==> config.mk <==
export PLATFORM = sky130hd
export DESIGN_NAME = rc5_pulse_frame_decoder
export DESIGN_NICKNAME = d
export VERILOG_FILES = /design/src/rtl/rc5pfd_pkg.sv /design/src/rtl/rc5pfd_front.sv /design/src/rtl/rc5pfd_cmd_fifo.sv /design/src/rtl/rc5pfd_back.sv /design/src/rtl/rc5_pulse_frame_decoder.sv
export VERILOG_INCLUDE_DIRS = /design/src /design/src/rtl
export SDC_FILE = /design/constraint.sdc
export NUM_CORES = 1
export LEC_CHECK = 0
export BUFFER_PORTS_ARGS = -buffer_cell sky130_fd_sc_hd__buf_2
export CAP_MARGIN = 20
export CORE_ASPECT_RATIO = 1.4
export CORE_MARGIN = 2
export CORE_UTILIZATION = 30
export CTS_CLUSTER_SIZE = 25
export DETAILED_ROUTE_END_ITERATION = 12
export HOLD_SLACK_MARGIN = 0.06
export SYNTH_ARGS = -nofsm -noshare
export SYNTH_HDL_FRONTEND = slang
export SYNTH_HIERARCHICAL = 1
export SYNTH_SLANG_ARGS = --single-unit
==> constraint.sdc <==
create_clock -name clk -period 3.35 [get_ports clk]
set_clock_uncertainty 0.1 [all_clocks]
set_input_delay 0.1675 -clock clk [delete_from_list [all_inputs] [get_ports clk]]
set_output_delay 0.1675 -clock clk [all_outputs]
set_load 0.05 [all_outputs]
==> src/rtl/rc5_pulse_frame_decoder_defines.svh <==
// Assertion macros shared by the command queue and back-end modules.
`ifndef RC5_PULSE_FRAME_DECODER_DEFINES_SVH
`define RC5_PULSE_FRAME_DECODER_DEFINES_SVH

// Consequent must hold in the same cycle as the antecedent.
`define RC5PFD_ASSERT_NOW(label, clk, rst_n, ante, cons, msg) \
	label: assert property (@(posedge clk) disable iff (!rst_n) (ante) |-> (cons)) \
		else $error(msg);

// Consequent must hold in the cycle after the antecedent.
`define RC5PFD_ASSERT_NEXT(label, clk, rst_n, ante, cons, msg) \
	label: assert property (@(posedge clk) disable iff (!rst_n) (ante) |=> (cons)) \
		else $error(msg);

`endif

==> src/rtl/rc5pfd_pkg.sv <==
`default_nettype none
package rc5pfd_pkg;

	// frame layout
	localparam int FRAME_BITS = 14;
	localparam int ADDR_W     = 5;
	localparam int CMD_W      = 6;
	localparam int ADDR_LSB   = 3;
	localparam int CMD_LSB    = 8;

	// pulse duration and threshold register
	localparam int               DUR_W     = 15;
	localparam logic [DUR_W-1:0] THR_RESET = 15'd1200;

	// configuration port
	localparam int             APB_AW     = 3;
	localparam int             APB_DW     = 32;
	localparam logic [APB_AW-1:0] REG_THRESHOLD = 3'd0;

	// bit counter, saturating at its all-ones value
	localparam int               CNT_W     = 4;
	localparam logic [CNT_W-1:0] CNT_MAX   = 4'hF;
	localparam logic [CNT_W-1:0] CNT_FRAME = 4'd14;

	// queue between front and back
	localparam int CQ_DEPTH = 4;
	localparam int CQ_PTR_W = 2;
	localparam int CQ_CNT_W = 3;

	// classified pulse word: levels plus long flags per half, and the last-word flag
	typedef struct packed {
		logic level_first;
		logic long_first;
		logic level_second;
		logic long_second;
		logic last_word;
	} half_cmd_t;

	// one decoded frame
	typedef struct packed {
		logic              start_first;
		logic              start_second;
		logic              toggle_bit;
		logic [ADDR_W-1:0] device_address;
		logic [CMD_W-1:0]  command_code;
		logic              frame_ok;
	} frame_t;

	// Manchester pairing and bit collection state
	typedef struct packed {
		logic                  first_level;
		logic                  pos;
		logic [FRAME_BITS-1:0] store;
		logic [CNT_W-1:0]      count;
	} dec_state_t;

endpackage
`default_nettype wire

==> src/rtl/rc5pfd_front.sv <==
`default_nettype none
module rc5pfd_front (
	input  wire logic                              clk,
	input  wire logic                              arst_n,
	// configuration port
	input  wire logic                              psel,
	input  wire logic                              penable,
	input  wire logic                              pwrite,
	input  wire logic [rc5pfd_pkg::APB_AW-1:0]     paddr,
	input  wire logic [rc5pfd_pkg::APB_DW-1:0]     pwdata,
	output      logic [rc5pfd_pkg::APB_DW-1:0]     prdata,
	output      logic                              pready,
	// pulse words
	input  wire logic                              push,
	input  wire logic [rc5pfd_pkg::DUR_W-1:0]      duration_first,
	input  wire logic                              level_first,
	input  wire logic [rc5pfd_pkg::DUR_W-1:0]      duration_second,
	input  wire logic                              level_second,
	input  wire logic                              last_word,
	input  wire logic                              cq_full,
	output      logic                              cq_push,
	output      rc5pfd_pkg::half_cmd_t             cq_data
);

	logic [rc5pfd_pkg::DUR_W-1:0] threshold_q;
	logic                         reg_write;

	// write the threshold on the access beat
	assign pready    = 1'b1;
	assign reg_write = psel && penable && pwrite && (paddr == rc5pfd_pkg::REG_THRESHOLD);

	always_ff @(posedge clk or negedge arst_n) begin
		if (!arst_n) begin
			threshold_q <= rc5pfd_pkg::THR_RESET;
		end else if (reg_write) begin
			threshold_q <= pwdata[rc5pfd_pkg::DUR_W-1:0];
		end
	end

	// read back the threshold, zero elsewhere
	always_comb begin
		prdata = '0;
		if (paddr == rc5pfd_pkg::REG_THRESHOLD) begin
			prdata = {{(rc5pfd_pkg::APB_DW - rc5pfd_pkg::DUR_W){1'b0}}, threshold_q};
		end
	end

	// classify each half as one or two half-bits
	always_comb begin
		cq_data.level_first  = level_first;
		cq_data.long_first   = (duration_first >= threshold_q);
		cq_data.level_second = level_second;
		cq_data.long_second  = (duration_second >= threshold_q);
		cq_data.last_word    = last_word;
	end

	assign cq_push = push && !cq_full;

endmodule
`default_nettype wire

==> src/rtl/rc5pfd_cmd_fifo.sv <==
`default_nettype none
`include "rc5_pulse_frame_decoder_defines.svh"
module rc5pfd_cmd_fifo (
	input  wire logic                  clk,
	input  wire logic                  arst_n,
	input  wire logic                  in_push,
	input  wire rc5pfd_pkg::half_cmd_t in_data,
	output      logic                  full,
	output      logic                  out_valid,
	output      rc5pfd_pkg::half_cmd_t out_data,
	input  wire logic                  out_pop
);

	localparam logic [rc5pfd_pkg::CQ_CNT_W-1:0] DepthCnt =
		rc5pfd_pkg::CQ_CNT_W'(rc5pfd_pkg::CQ_DEPTH);

	rc5pfd_pkg::half_cmd_t                mem_q [rc5pfd_pkg::CQ_DEPTH];
	logic [rc5pfd_pkg::CQ_PTR_W-1:0]      wr_ptr_q;
	logic [rc5pfd_pkg::CQ_PTR_W-1:0]      rd_ptr_q;
	logic [rc5pfd_pkg::CQ_CNT_W-1:0]      count_q;
	logic                                 do_push;
	logic                                 do_pop;

	assign full      = (count_q == DepthCnt);
	assign out_valid = (count_q != '0);
	assign out_data  = mem_q[rd_ptr_q];
	assign do_push   = in_push && !full;
	assign do_pop    = out_pop && out_valid;

	// advance pointers and occupancy
	always_ff @(posedge clk or negedge arst_n) begin
		if (!arst_n) begin
			wr_ptr_q <= '0;
			rd_ptr_q <= '0;
			count_q  <= '0;
		end else begin
			if (do_push) begin
				wr_ptr_q <= wr_ptr_q + 1'b1;
			end
			if (do_pop) begin
				rd_ptr_q <= rd_ptr_q + 1'b1;
			end
			if (do_push && !do_pop) begin
				count_q <= count_q + 1'b1;
			end else if (do_pop && !do_push) begin
				count_q <= count_q - 1'b1;
			end
		end
	end

	// store the incoming beat
	always_ff @(posedge clk) begin
		if (do_push) begin
			mem_q[wr_ptr_q] <= in_data;
		end
	end

	`RC5PFD_ASSERT_NOW(a_cq_bound, clk, arst_n, 1'b1, count_q <= DepthCnt, "command queue overfilled")
	`RC5PFD_ASSERT_NEXT(a_cq_grow, clk, arst_n, do_push && !do_pop, count_q == $past(count_q) + 1'b1, "command queue lost a beat")
	`RC5PFD_ASSERT_NEXT(a_cq_shrink, clk, arst_n, do_pop && !do_push, count_q == $past(count_q) - 1'b1, "command queue pop miscounted")

endmodule
`default_nettype wire

==> src/rtl/rc5pfd_back.sv <==
`default_nettype none
`include "rc5_pulse_frame_decoder_defines.svh"
module rc5pfd_back (
	input  wire logic                  clk,
	input  wire logic                  arst_n,
	input  wire logic                  cq_valid,
	input  wire rc5pfd_pkg::half_cmd_t cq_data,
	output      logic                  cq_pop,
	output      rc5pfd_pkg::frame_t    res_data,
	output      logic                  res_empty,
	input  wire logic                  res_pop
);

	localparam int FrameBits = rc5pfd_pkg::FRAME_BITS;

	// feed one half-bit into the Manchester pairing
	function automatic rc5pfd_pkg::dec_state_t push_half_bit(rc5pfd_pkg::dec_state_t s,
	                                                         logic lvl);
		rc5pfd_pkg::dec_state_t n;
		n = s;
		if (!s.pos) begin
			n.first_level = lvl;
			n.pos         = 1'b1;
		end else begin
			n.pos = 1'b0;
			if (s.first_level != lvl) begin
				if (s.count < rc5pfd_pkg::CNT_FRAME) begin
					n.store = s.store |
						({{(FrameBits-1){1'b0}}, s.first_level} << s.count);
				end
				if (s.count != rc5pfd_pkg::CNT_MAX) begin
					n.count = s.count + 1'b1;
				end
			end
		end
		return n;
	endfunction

	localparam rc5pfd_pkg::dec_state_t StateReset = '{
		first_level: 1'b1,
		pos:         1'b1,
		store:       '0,
		count:       '0
	};

	rc5pfd_pkg::dec_state_t state_q;
	rc5pfd_pkg::dec_state_t st1, st2, st3, st4;
	rc5pfd_pkg::frame_t     frame;
	rc5pfd_pkg::frame_t     res_q [2];
	logic                   res_wr_q;
	logic                   res_rd_q;
	logic [1:0]             res_cnt_q;
	logic                   res_take;
	logic                   res_push;
	logic                   room;

	// walk the up to four half-bits of one word
	always_comb begin
		st1 = push_half_bit(state_q, cq_data.level_first);
		st2 = cq_data.long_first ? push_half_bit(st1, cq_data.level_first) : st1;
		st3 = push_half_bit(st2, cq_data.level_second);
		st4 = cq_data.long_second ? push_half_bit(st3, cq_data.level_second) : st3;
	end

	// assemble the frame from the stored bits
	always_comb begin
		frame.start_first    = st4.store[0];
		frame.start_second   = st4.store[1];
		frame.toggle_bit     = st4.store[2];
		for (int i = 0; i < rc5pfd_pkg::ADDR_W; i++) begin
			frame.device_address[rc5pfd_pkg::ADDR_W-1-i] = st4.store[rc5pfd_pkg::ADDR_LSB+i];
		end
		for (int i = 0; i < rc5pfd_pkg::CMD_W; i++) begin
			frame.command_code[rc5pfd_pkg::CMD_W-1-i] = st4.store[rc5pfd_pkg::CMD_LSB+i];
		end
		frame.frame_ok       = (st4.count == rc5pfd_pkg::CNT_FRAME);
	end

	// take a word unless it closes a frame and the result queue has no room
	assign res_take  = res_pop && !res_empty;
	assign room      = (res_cnt_q != 2'd2) || res_take;
	assign cq_pop    = cq_valid && (!cq_data.last_word || room);
	assign res_push  = cq_pop && cq_data.last_word;
	assign res_empty = (res_cnt_q == 2'd0);
	assign res_data  = res_q[res_rd_q];

	// update decoder state, clear it after the closing word
	always_ff @(posedge clk or negedge arst_n) begin
		if (!arst_n) begin
			state_q <= StateReset;
		end else if (cq_pop) begin
			state_q <= cq_data.last_word ? StateReset : st4;
		end
	end

	// advance the result queue
	always_ff @(posedge clk or negedge arst_n) begin
		if (!arst_n) begin
			res_wr_q  <= 1'b0;
			res_rd_q  <= 1'b0;
			res_cnt_q <= 2'd0;
		end else begin
			if (res_push) begin
				res_wr_q <= !res_wr_q;
			end
			if (res_take) begin
				res_rd_q <= !res_rd_q;
			end
			if (res_push && !res_take) begin
				res_cnt_q <= res_cnt_q + 2'd1;
			end else if (res_take && !res_push) begin
				res_cnt_q <= res_cnt_q - 2'd1;
			end
		end
	end

	// hold the finished frame
	always_ff @(posedge clk) begin
		if (res_push) begin
			res_q[res_wr_q] <= frame;
		end
	end

	`RC5PFD_ASSERT_NOW(a_res_bound, clk, arst_n, 1'b1, res_cnt_q <= 2'd2, "result queue overfilled")
	`RC5PFD_ASSERT_NEXT(a_res_ready, clk, arst_n, res_push, !res_empty, "closing word produced no result")
	`RC5PFD_ASSERT_NEXT(a_clear, clk, arst_n, res_push, state_q == StateReset, "decoder not cleared after frame")

endmodule
`default_nettype wire

==> src/rtl/rc5_pulse_frame_decoder.sv <==
`default_nettype none
// RC5 pulse frame decoder. Pulse words (two duration/level halves) are pushed
// while full is low, one per cycle; each half counts as one half-bit, or two
// when its duration is at or above the threshold register (APB address 0,
// reset 1200). Half-bits are paired into Manchester symbols and the word
// flagged last_word yields one frame on the result side: it is registered in
// the command queue, then written to the result queue once that has room,
// which lowers empty and clears the decoding state.
// A four-entry queue sits between the threshold compare and the decoder, and
// a two-entry result queue follows it, so words keep flowing at one per cycle
// while results wait; full rises only once both queues have backed up.
module rc5_pulse_frame_decoder (
	input  wire logic                           clk,
	input  wire logic                           arst_n,
	// configuration port
	input  wire logic                           psel,
	input  wire logic                           penable,
	input  wire logic                           pwrite,
	input  wire logic [rc5pfd_pkg::APB_AW-1:0]  paddr,
	input  wire logic [rc5pfd_pkg::APB_DW-1:0]  pwdata,
	output      logic [rc5pfd_pkg::APB_DW-1:0]  prdata,
	output      logic                           pready,
	// pulse words in
	input  wire logic                           push,
	output      logic                           full,
	input  wire logic [rc5pfd_pkg::DUR_W-1:0]   duration_first,
	input  wire logic                           level_first,
	input  wire logic [rc5pfd_pkg::DUR_W-1:0]   duration_second,
	input  wire logic                           level_second,
	input  wire logic                           last_word,
	// frames out
	output      logic                           empty,
	input  wire logic                           pop,
	output      logic                           start_first,
	output      logic                           start_second,
	output      logic                           toggle_bit,
	output      logic [rc5pfd_pkg::ADDR_W-1:0]  device_address,
	output      logic [rc5pfd_pkg::CMD_W-1:0]   command_code,
	output      logic                           frame_ok
);

	rc5pfd_pkg::half_cmd_t cq_in;
	rc5pfd_pkg::half_cmd_t cq_out;
	rc5pfd_pkg::frame_t    res;
	logic                  cq_push;
	logic                  cq_full;
	logic                  cq_valid;
	logic                  cq_pop;

	rc5pfd_front u_front (
		.clk             (clk),
		.arst_n          (arst_n),
		.psel            (psel),
		.penable         (penable),
		.pwrite          (pwrite),
		.paddr           (paddr),
		.pwdata          (pwdata),
		.prdata          (prdata),
		.pready          (pready),
		.push            (push),
		.duration_first  (duration_first),
		.level_first     (level_first),
		.duration_second (duration_second),
		.level_second    (level_second),
		.last_word       (last_word),
		.cq_full         (cq_full),
		.cq_push         (cq_push),
		.cq_data         (cq_in)
	);

	rc5pfd_cmd_fifo u_cmd_fifo (
		.clk       (clk),
		.arst_n    (arst_n),
		.in_push   (cq_push),
		.in_data   (cq_in),
		.full      (cq_full),
		.out_valid (cq_valid),
		.out_data  (cq_out),
		.out_pop   (cq_pop)
	);

	rc5pfd_back u_back (
		.clk       (clk),
		.arst_n    (arst_n),
		.cq_valid  (cq_valid),
		.cq_data   (cq_out),
		.cq_pop    (cq_pop),
		.res_data  (res),
		.res_empty (empty),
		.res_pop   (pop)
	);

	// present the oldest frame
	assign full           = cq_full;
	assign start_first    = res.start_first;
	assign start_second   = res.start_second;
	assign toggle_bit     = res.toggle_bit;
	assign device_address = res.device_address;
	assign command_code   = res.command_code;
	assign frame_ok       = res.frame_ok;

endmodule
`default_nettype wire
Yosys cells after proc, flatten, opt, wreduce, memory -nomap -nowiden
Memories as Yosys holds them, arrays and structs flattened. Cells that the tools add are included. W data, S select, Z words.

Add/sub/neg operators: 10. Magnitude comparators: 6. Eq/ne operators: 11. Shift-type cells: 4. Multiplexer cells: 36. Bitwise logic cells: 4. Reduce and logical (&&, ||, !) cells: 29.

Operators by type and width (number): $mux W18 (8); $mux W20 (3); $mux W14 (4); $or A14 B14 Y14 (4); $shl A1 B4 Y14 (4); $ge A15 B15 Y1 (2); $add A4 B1 Y4 const B (4); $lt A4 B4 Y1 const B (4); $mux W4 (4); $ne A4 B4 Y1 const B (4); $mux W15 (1); $logic_and A1 B1 Y1 (13); $mux W1 (12); $logic_not A1 Y1 (9); $add A2 B1 Y2 const B (3); $mux W3 (2); $eq A4 B4 Y1 const B (1); $mux W2 (2); $ne A1 B1 Y1 (4); $reduce_bool A2 Y1 (2); $add A3 B1 Y3 const B (1); $eq A3 B3 Y1 const B (1); $logic_not A3 Y1 (1); $reduce_bool A3 Y1 (1); other kinds (5) (6).

Register bits after elaboration: 46. Bits in writable memories: 50. Input bits: 75. Output and inout bits: 50. Logic and storage cells: 113. Memories kept: 2.

Memory list: u_back.res_q (depth 2, width 15, read ports 1, clocked after memory_dff 0, wr ports 1, line rc5pfd_back.sv:49) `rc5pfd_pkg::frame_t res_q [2];`; u_cmd_fifo.mem_q (depth 4, width 5, read ports 1, clocked after memory_dff 0, wr ports 1, line rc5pfd_cmd_fifo.sv:17) `rc5pfd_pkg::half_cmd_t mem_q [rc5pfd_pkg::CQ_DEPTH];`.

Logic depth before layout (Yosys ltp)
Depth after elaboration: 23. Depth in mapped cells: 13. Mapped depth without buffers: 10.

By module
Netlist, hierarchy kept.

By module, submodules not included: rc5pfd_back (instances 1, cells each 219, area each 2735.1 um^2, sequential area each 1503.9 um^2); rc5pfd_front (instances 1, cells each 181, area each 1530.2 um^2, sequential area each 380.4 um^2); rc5pfd_cmd_fifo (instances 1, cells each 62, area each 1162.4 um^2, sequential area each 775.7 um^2).

Least setup slack after synthesis
Ideal clock, no wire load.

Kind: register to register. From: register u_cmd_fifo/rd_ptr_q[0] (netlist name). To: register u_cmd_fifo/count_q[1] (netlist name). Setup time: 0.125 ns. Arrival time: 2.952 ns. Data required time: 3.125 ns. Setup slack: 0.173 ns. Stages on the path, launching flop included: 12. Buffers on the path: 3. Clock period less this slack: 3.177 ns. Cells stage by stage: dfrtp_1 > buf_2 > mux4_2 > nor4bb_1 > nor2b_1 > clkbuf_1 > buf_1 > nand2_1 > ha_1 > inv_1 > fa_1 > mux2_2.

RTL lines: start, declared (line rc5pfd_cmd_fifo.sv:19) `logic [rc5pfd_pkg::CQ_PTR_W-1:0] rd_ptr_q;`; start signal, assigned (line rc5pfd_cmd_fifo.sv:41) `rd_ptr_q <= rd_ptr_q + 1'b1;`; end signal, assigned (line rc5pfd_cmd_fifo.sv:44) `count_q <= count_q + 1'b1;`; end signal, assigned (line rc5pfd_cmd_fifo.sv:46) `count_q <= count_q - 1'b1;`; end, declared (line rc5pfd_cmd_fifo.sv:20) `logic [rc5pfd_pkg::CQ_CNT_W-1:0] count_q;`.

==> flow_summary_export.csv <==
group,metric,value,unit
drt,avgRoutedWirePerCell,14.2,um
synthesis,synth_area_leaders,"sky130_fd_sc_hd__edfxtp_1, sky130_fd_sc_hd__dfrtp_1, sky130_fd_sc_hd__ha_1, sky130_fd_sc_hd__mux2_2, sky130_fd_sc_hd__dfstp_2",
floorplan,die_y,163,um
synthesis,yosysWarnings,6,
floorplan,initial_core_util,30.4,%
pwr,share_clk_of_total_power,17.2,%
synthesis,syn_area_per_cell,11.7,sq um
place,place_congestion,0.884,
layout,n_antenna_cell,0,
setup_path,start_kind,"flip-flop",
setup_path,cp_cell_sequence,"mux4_2 > xor2_2 > nand3_4 > mux2i_1 > inv_1 > ha_1 > a21o_1 > mux2_4 > a22o_1",
synthesis,area_share_of_the_largest_cell_type_after_synthesis,27.7,%
layout,post-route-cell-area,6570,sq um
drt,detail-route-antenna-nets,0,
synthesis,yosys.area.top_type,"sky130_fd_sc_hd__edfxtp_1",
pwr,power.switching,2.54,mW
pwr,internal_power,3.37,mW
global_routing,first_global_vias,4157,
timing,timing_hold_violations_final,0,
timing,rsz0062_at_grt,"no",
timing,fmax,345,MHz
timing,min_period_over_period,86.6,%
layout,mostFrequentLayoutCells,"sky130_fd_sc_hd__buf_2, sky130_fd_sc_hd__edfxtp_1, sky130_fd_sc_hd__dfrtp_1",
clock_tree,clkSinkCount,96,
floorplan,dieWidth,118,um
layout,filler_cell_count,1790,
clock_tree,worst_skew_pair.late_latency,0.35,ns
synthesis,syn_inst,462,
pwr,peakVddDrop,0.000296,V
timing,slew_headroom,53.0,%
clock_tree,cts_inserted_buffers,9,
drt,drt_first_iter_violations,160,
clock_tree,cts_resized,0,
pwr,switching_share,43.0,%
setup_path,cp_max_fo,7,
clock_tree,post-cts-setup-buffers,0,
layout,area.growth.synth_to_final,21.0,%
floorplan,area_of_the_die,19200,sq um
pwr,pwr-share-seq,33.4,%
run_status,run_status,"complete, no violations",
setup_path,worstPathBufferInverterCount,1,
hold_path,holdCritPathClass,"in -> reg",
layout,ratio_of_cells_with_drive_above_1_in_the_final_layout,29.3,%
global_routing,first_pass_grt_wire_length,19600,um
synthesis,synthArstFlopShare,47.9,%
pwr,cellLeakagePower,3.03,nW
setup_path,arrival,3.04,ns
drt,drc,0,
setup_path,cp_slowest_stage_delay,0.60,ns
clock_tree,clock_tree.htree_level_count,3,
clock_tree,clockBufferDepth,2,
floorplan,design.core.area,17900,sq um
setup_path,setup.worst_path.class,"reg -> reg",
layout,layout.cells.most_common,"sky130_fd_sc_hd__buf_2",
timing,timing_max_transition_violations_final,0,
place,dpl_cell_area,6070,sq um
pwr,comb_power_share,49.4,%
pwr,power_density,899,nW/um^2
global_routing,globalRouteOverflowTotal,0,
setup_path,slowest_stage,"sky130_fd_sc_hd__mux4_2",
clock_tree,path_clk_slew,0.07,ns
setup_path,cell_family_with_the_largest_share_of_critical_path_delay,"multiplexers",
timing,finalSetupViolations,0,
drt,final_wirelength,11600,um
drt,vias_per_cell,4.67,
floorplan,row_count,58,
clock_tree,cts_root_buf,"sky130_fd_sc_hd__clkbuf_16",
synthesis,synth_top_flop_cell,"sky130_fd_sc_hd__edfxtp_1",
run,drv_cap,0,
place,post-dp-hpwl,8910,um
drt,vias,3819,
global_routing,grt_antenna_before_repair,0,
setup_path,crit_path_end_kind,"flip-flop",
synthesis,synth-edff-count,50,
global_routing,globalRouteTotalUtil,12.7,%
floorplan,floorplan.io_pins,125,
global_routing,grt_max_degree,29,
clock_tree,tritoncts,"yes",
synthesis,ys_ff_latch,96,
drt,first_pass_iters,7,
synthesis,synthDistinctLibCells,62,
synthesis,synth.cell_area,5430,sq um
timing,timing.final.crit_period,2.90,ns
synthesis,synth.yosys.seq_area_share,49.0,%
setup_path,required_time_of_the_critical_path,3.49,ns
layout,num-nets-final,686,
place,place.port_buffers,89,
timing,totalNegativeSetupSlack,0,ns
timing,tightestPinTransition,0.706,ns
## area by class of cell
class / count / area, sq um / share of cell area, %
clock inverters: 7 / 72.6 / 1.10
repair buffers: 121 / 736 / 11.2
inverters: 25 / 93.8 / 1.43
clock buffers: 9 / 225 / 3.43
multi-input cells: 319 / 2480 / 37.8
well taps: 240 / 300 / 4.57
flip-flops and latches: 96 / 2660 / 40.5
## layer usage
| metal | vias to the layer above | global-route usage (%) | wire (um) |
|---|---|---|---|
| li1 | 1850 | - | - |
| met1 | 1818 | 13.3 | 4630 |
| met2 | 129 | 23.9 | 6130 |
| met3 | 22 | 2.90 | 588 |
| met4 | 0 | 6.30 | 260 |
| met5 | - | 0 | 0 |
## worst register-to-register path, cell delays in order (launching register included)
cell and delay [ns]:
sky130_fd_sc_hd__dfrtp_1 0.38, sky130_fd_sc_hd__mux4_2 0.60, sky130_fd_sc_hd__xor2_2 0.25, sky130_fd_sc_hd__nand3_4 0.17, sky130_fd_sc_hd__mux2i_1 0.28, sky130_fd_sc_hd__inv_1 0.07, sky130_fd_sc_hd__ha_1 0.22, sky130_fd_sc_hd__a21o_1 0.22
sky130_fd_sc_hd__mux2_4 0.30, sky130_fd_sc_hd__a22o_1 0.19
## path summary, 6_finish.rpt
| path | start | endpoint | slack, ns | depth (start not counted) |
|---|---|---|---|---|
| max in group asynchronous | arst_n | u_back/state_q[19] | 2.05 | 3 |
| min in group asynchronous | arst_n | u_front/threshold_q[11] | 0.30 | 2 |
| hold / removal | penable | u_front/threshold_q[0] | 0.15 | 3 |
| hold reg to reg | u_back/res_wr_q | u_back/res_wr_q | 0.40 | 1 |
| setup / recovery | u_cmd_fifo/rd_ptr_q[0] | u_back/state_q[1] | 0.45 | 9 |
| setup reg to reg | u_cmd_fifo/rd_ptr_q[0] | u_back/state_q[1] | 0.45 | 9 |
## logic make-up after synthesis
logic type | count (synthesis) | synth area share, %
other cells | 2 | 0.138
buf+inv | 63 | 6.41
xor+xnor | 17 | 3.02
simple gates | 119 | 12.4
flops | 96 | 49.0
mux | 34 | 8.07
fa+ha+maj | 39 | 9.13
compound gates | 92 | 11.8
## state kept, by name (all words and copies together), names as in the netlist
signal / flops
u_cmd_fifo/wr_ptr_q: 2
u_cmd_fifo/rd_ptr_q: 2
u_back/res_q: 30
u_back/res_cnt_q: 2
u_back/res_wr_q: 1
u_back/res_rd_q: 1
u_front/threshold_q: 15
u_cmd_fifo/count_q: 3
u_back/state_q: 20
u_cmd_fifo/mem_q: 20
## stage by stage
stage / setup WS (ns) / utilization, % / power (mW) / cells / hold WS [ns]
floorplan: 0.173 / - / 4.21 / 478 / -0.228
global placement: 0.487 / 34.0 / 4.82 / 781 / 0.143
detailed placement: 0.439 / 34.0 / 4.92 / 781 / 0.158
CTS: 0.423 / 36.8 / 5.98 / 817 / 0.135
global route: 0.280 / 36.8 / 6.32 / 817 / 0.171
finish: 0.450 / 36.8 / 5.90 / 817 / 0.151
## power by group through the flow
stage | combinational (mW) | sequential [mW] | clock [mW]
2_1_floorplan | 2.35 | 1.86 | 0
3_3_place_gp | 2.85 | 1.97 | 0
3_5_place_dp | 2.92 | 2.00 | 0
4_1_cts | 2.95 | 1.98 | 1.05
5_1_grt | 3.19 | 2.03 | 1.10
6_report | 2.92 | 1.97 | 1.01
## synth_stat cells, drive strengths merged, types with 2 or more instances
cell / number
mux4: 5
and3: 4
a31oi: 2
buf: 29
edfxtp: 50
nand3: 9
nand2b: 4
inv: 25
mux2: 19
nor3: 3
or3: 2
nand3b: 3
dfstp: 6
clkbuf: 9
xor2: 8
o21ai: 32
and4: 4
a211oi: 3
nor2b: 11
a22o: 4
xnor2: 9
nand2: 34
o211a: 13
ha: 38
conb: 2
mux2i: 10
a21oi: 25
dfrtp: 40
nor2: 15
and2: 23
nor3b: 4
a221o: 9
## what timing repair did
action,4_1_cts,5_1_grt
endpoints found under the setup margin,0,0
hold buffers,20,0
endpoints found under the hold margin,50,0
Power figures use the tool's default switching activity.
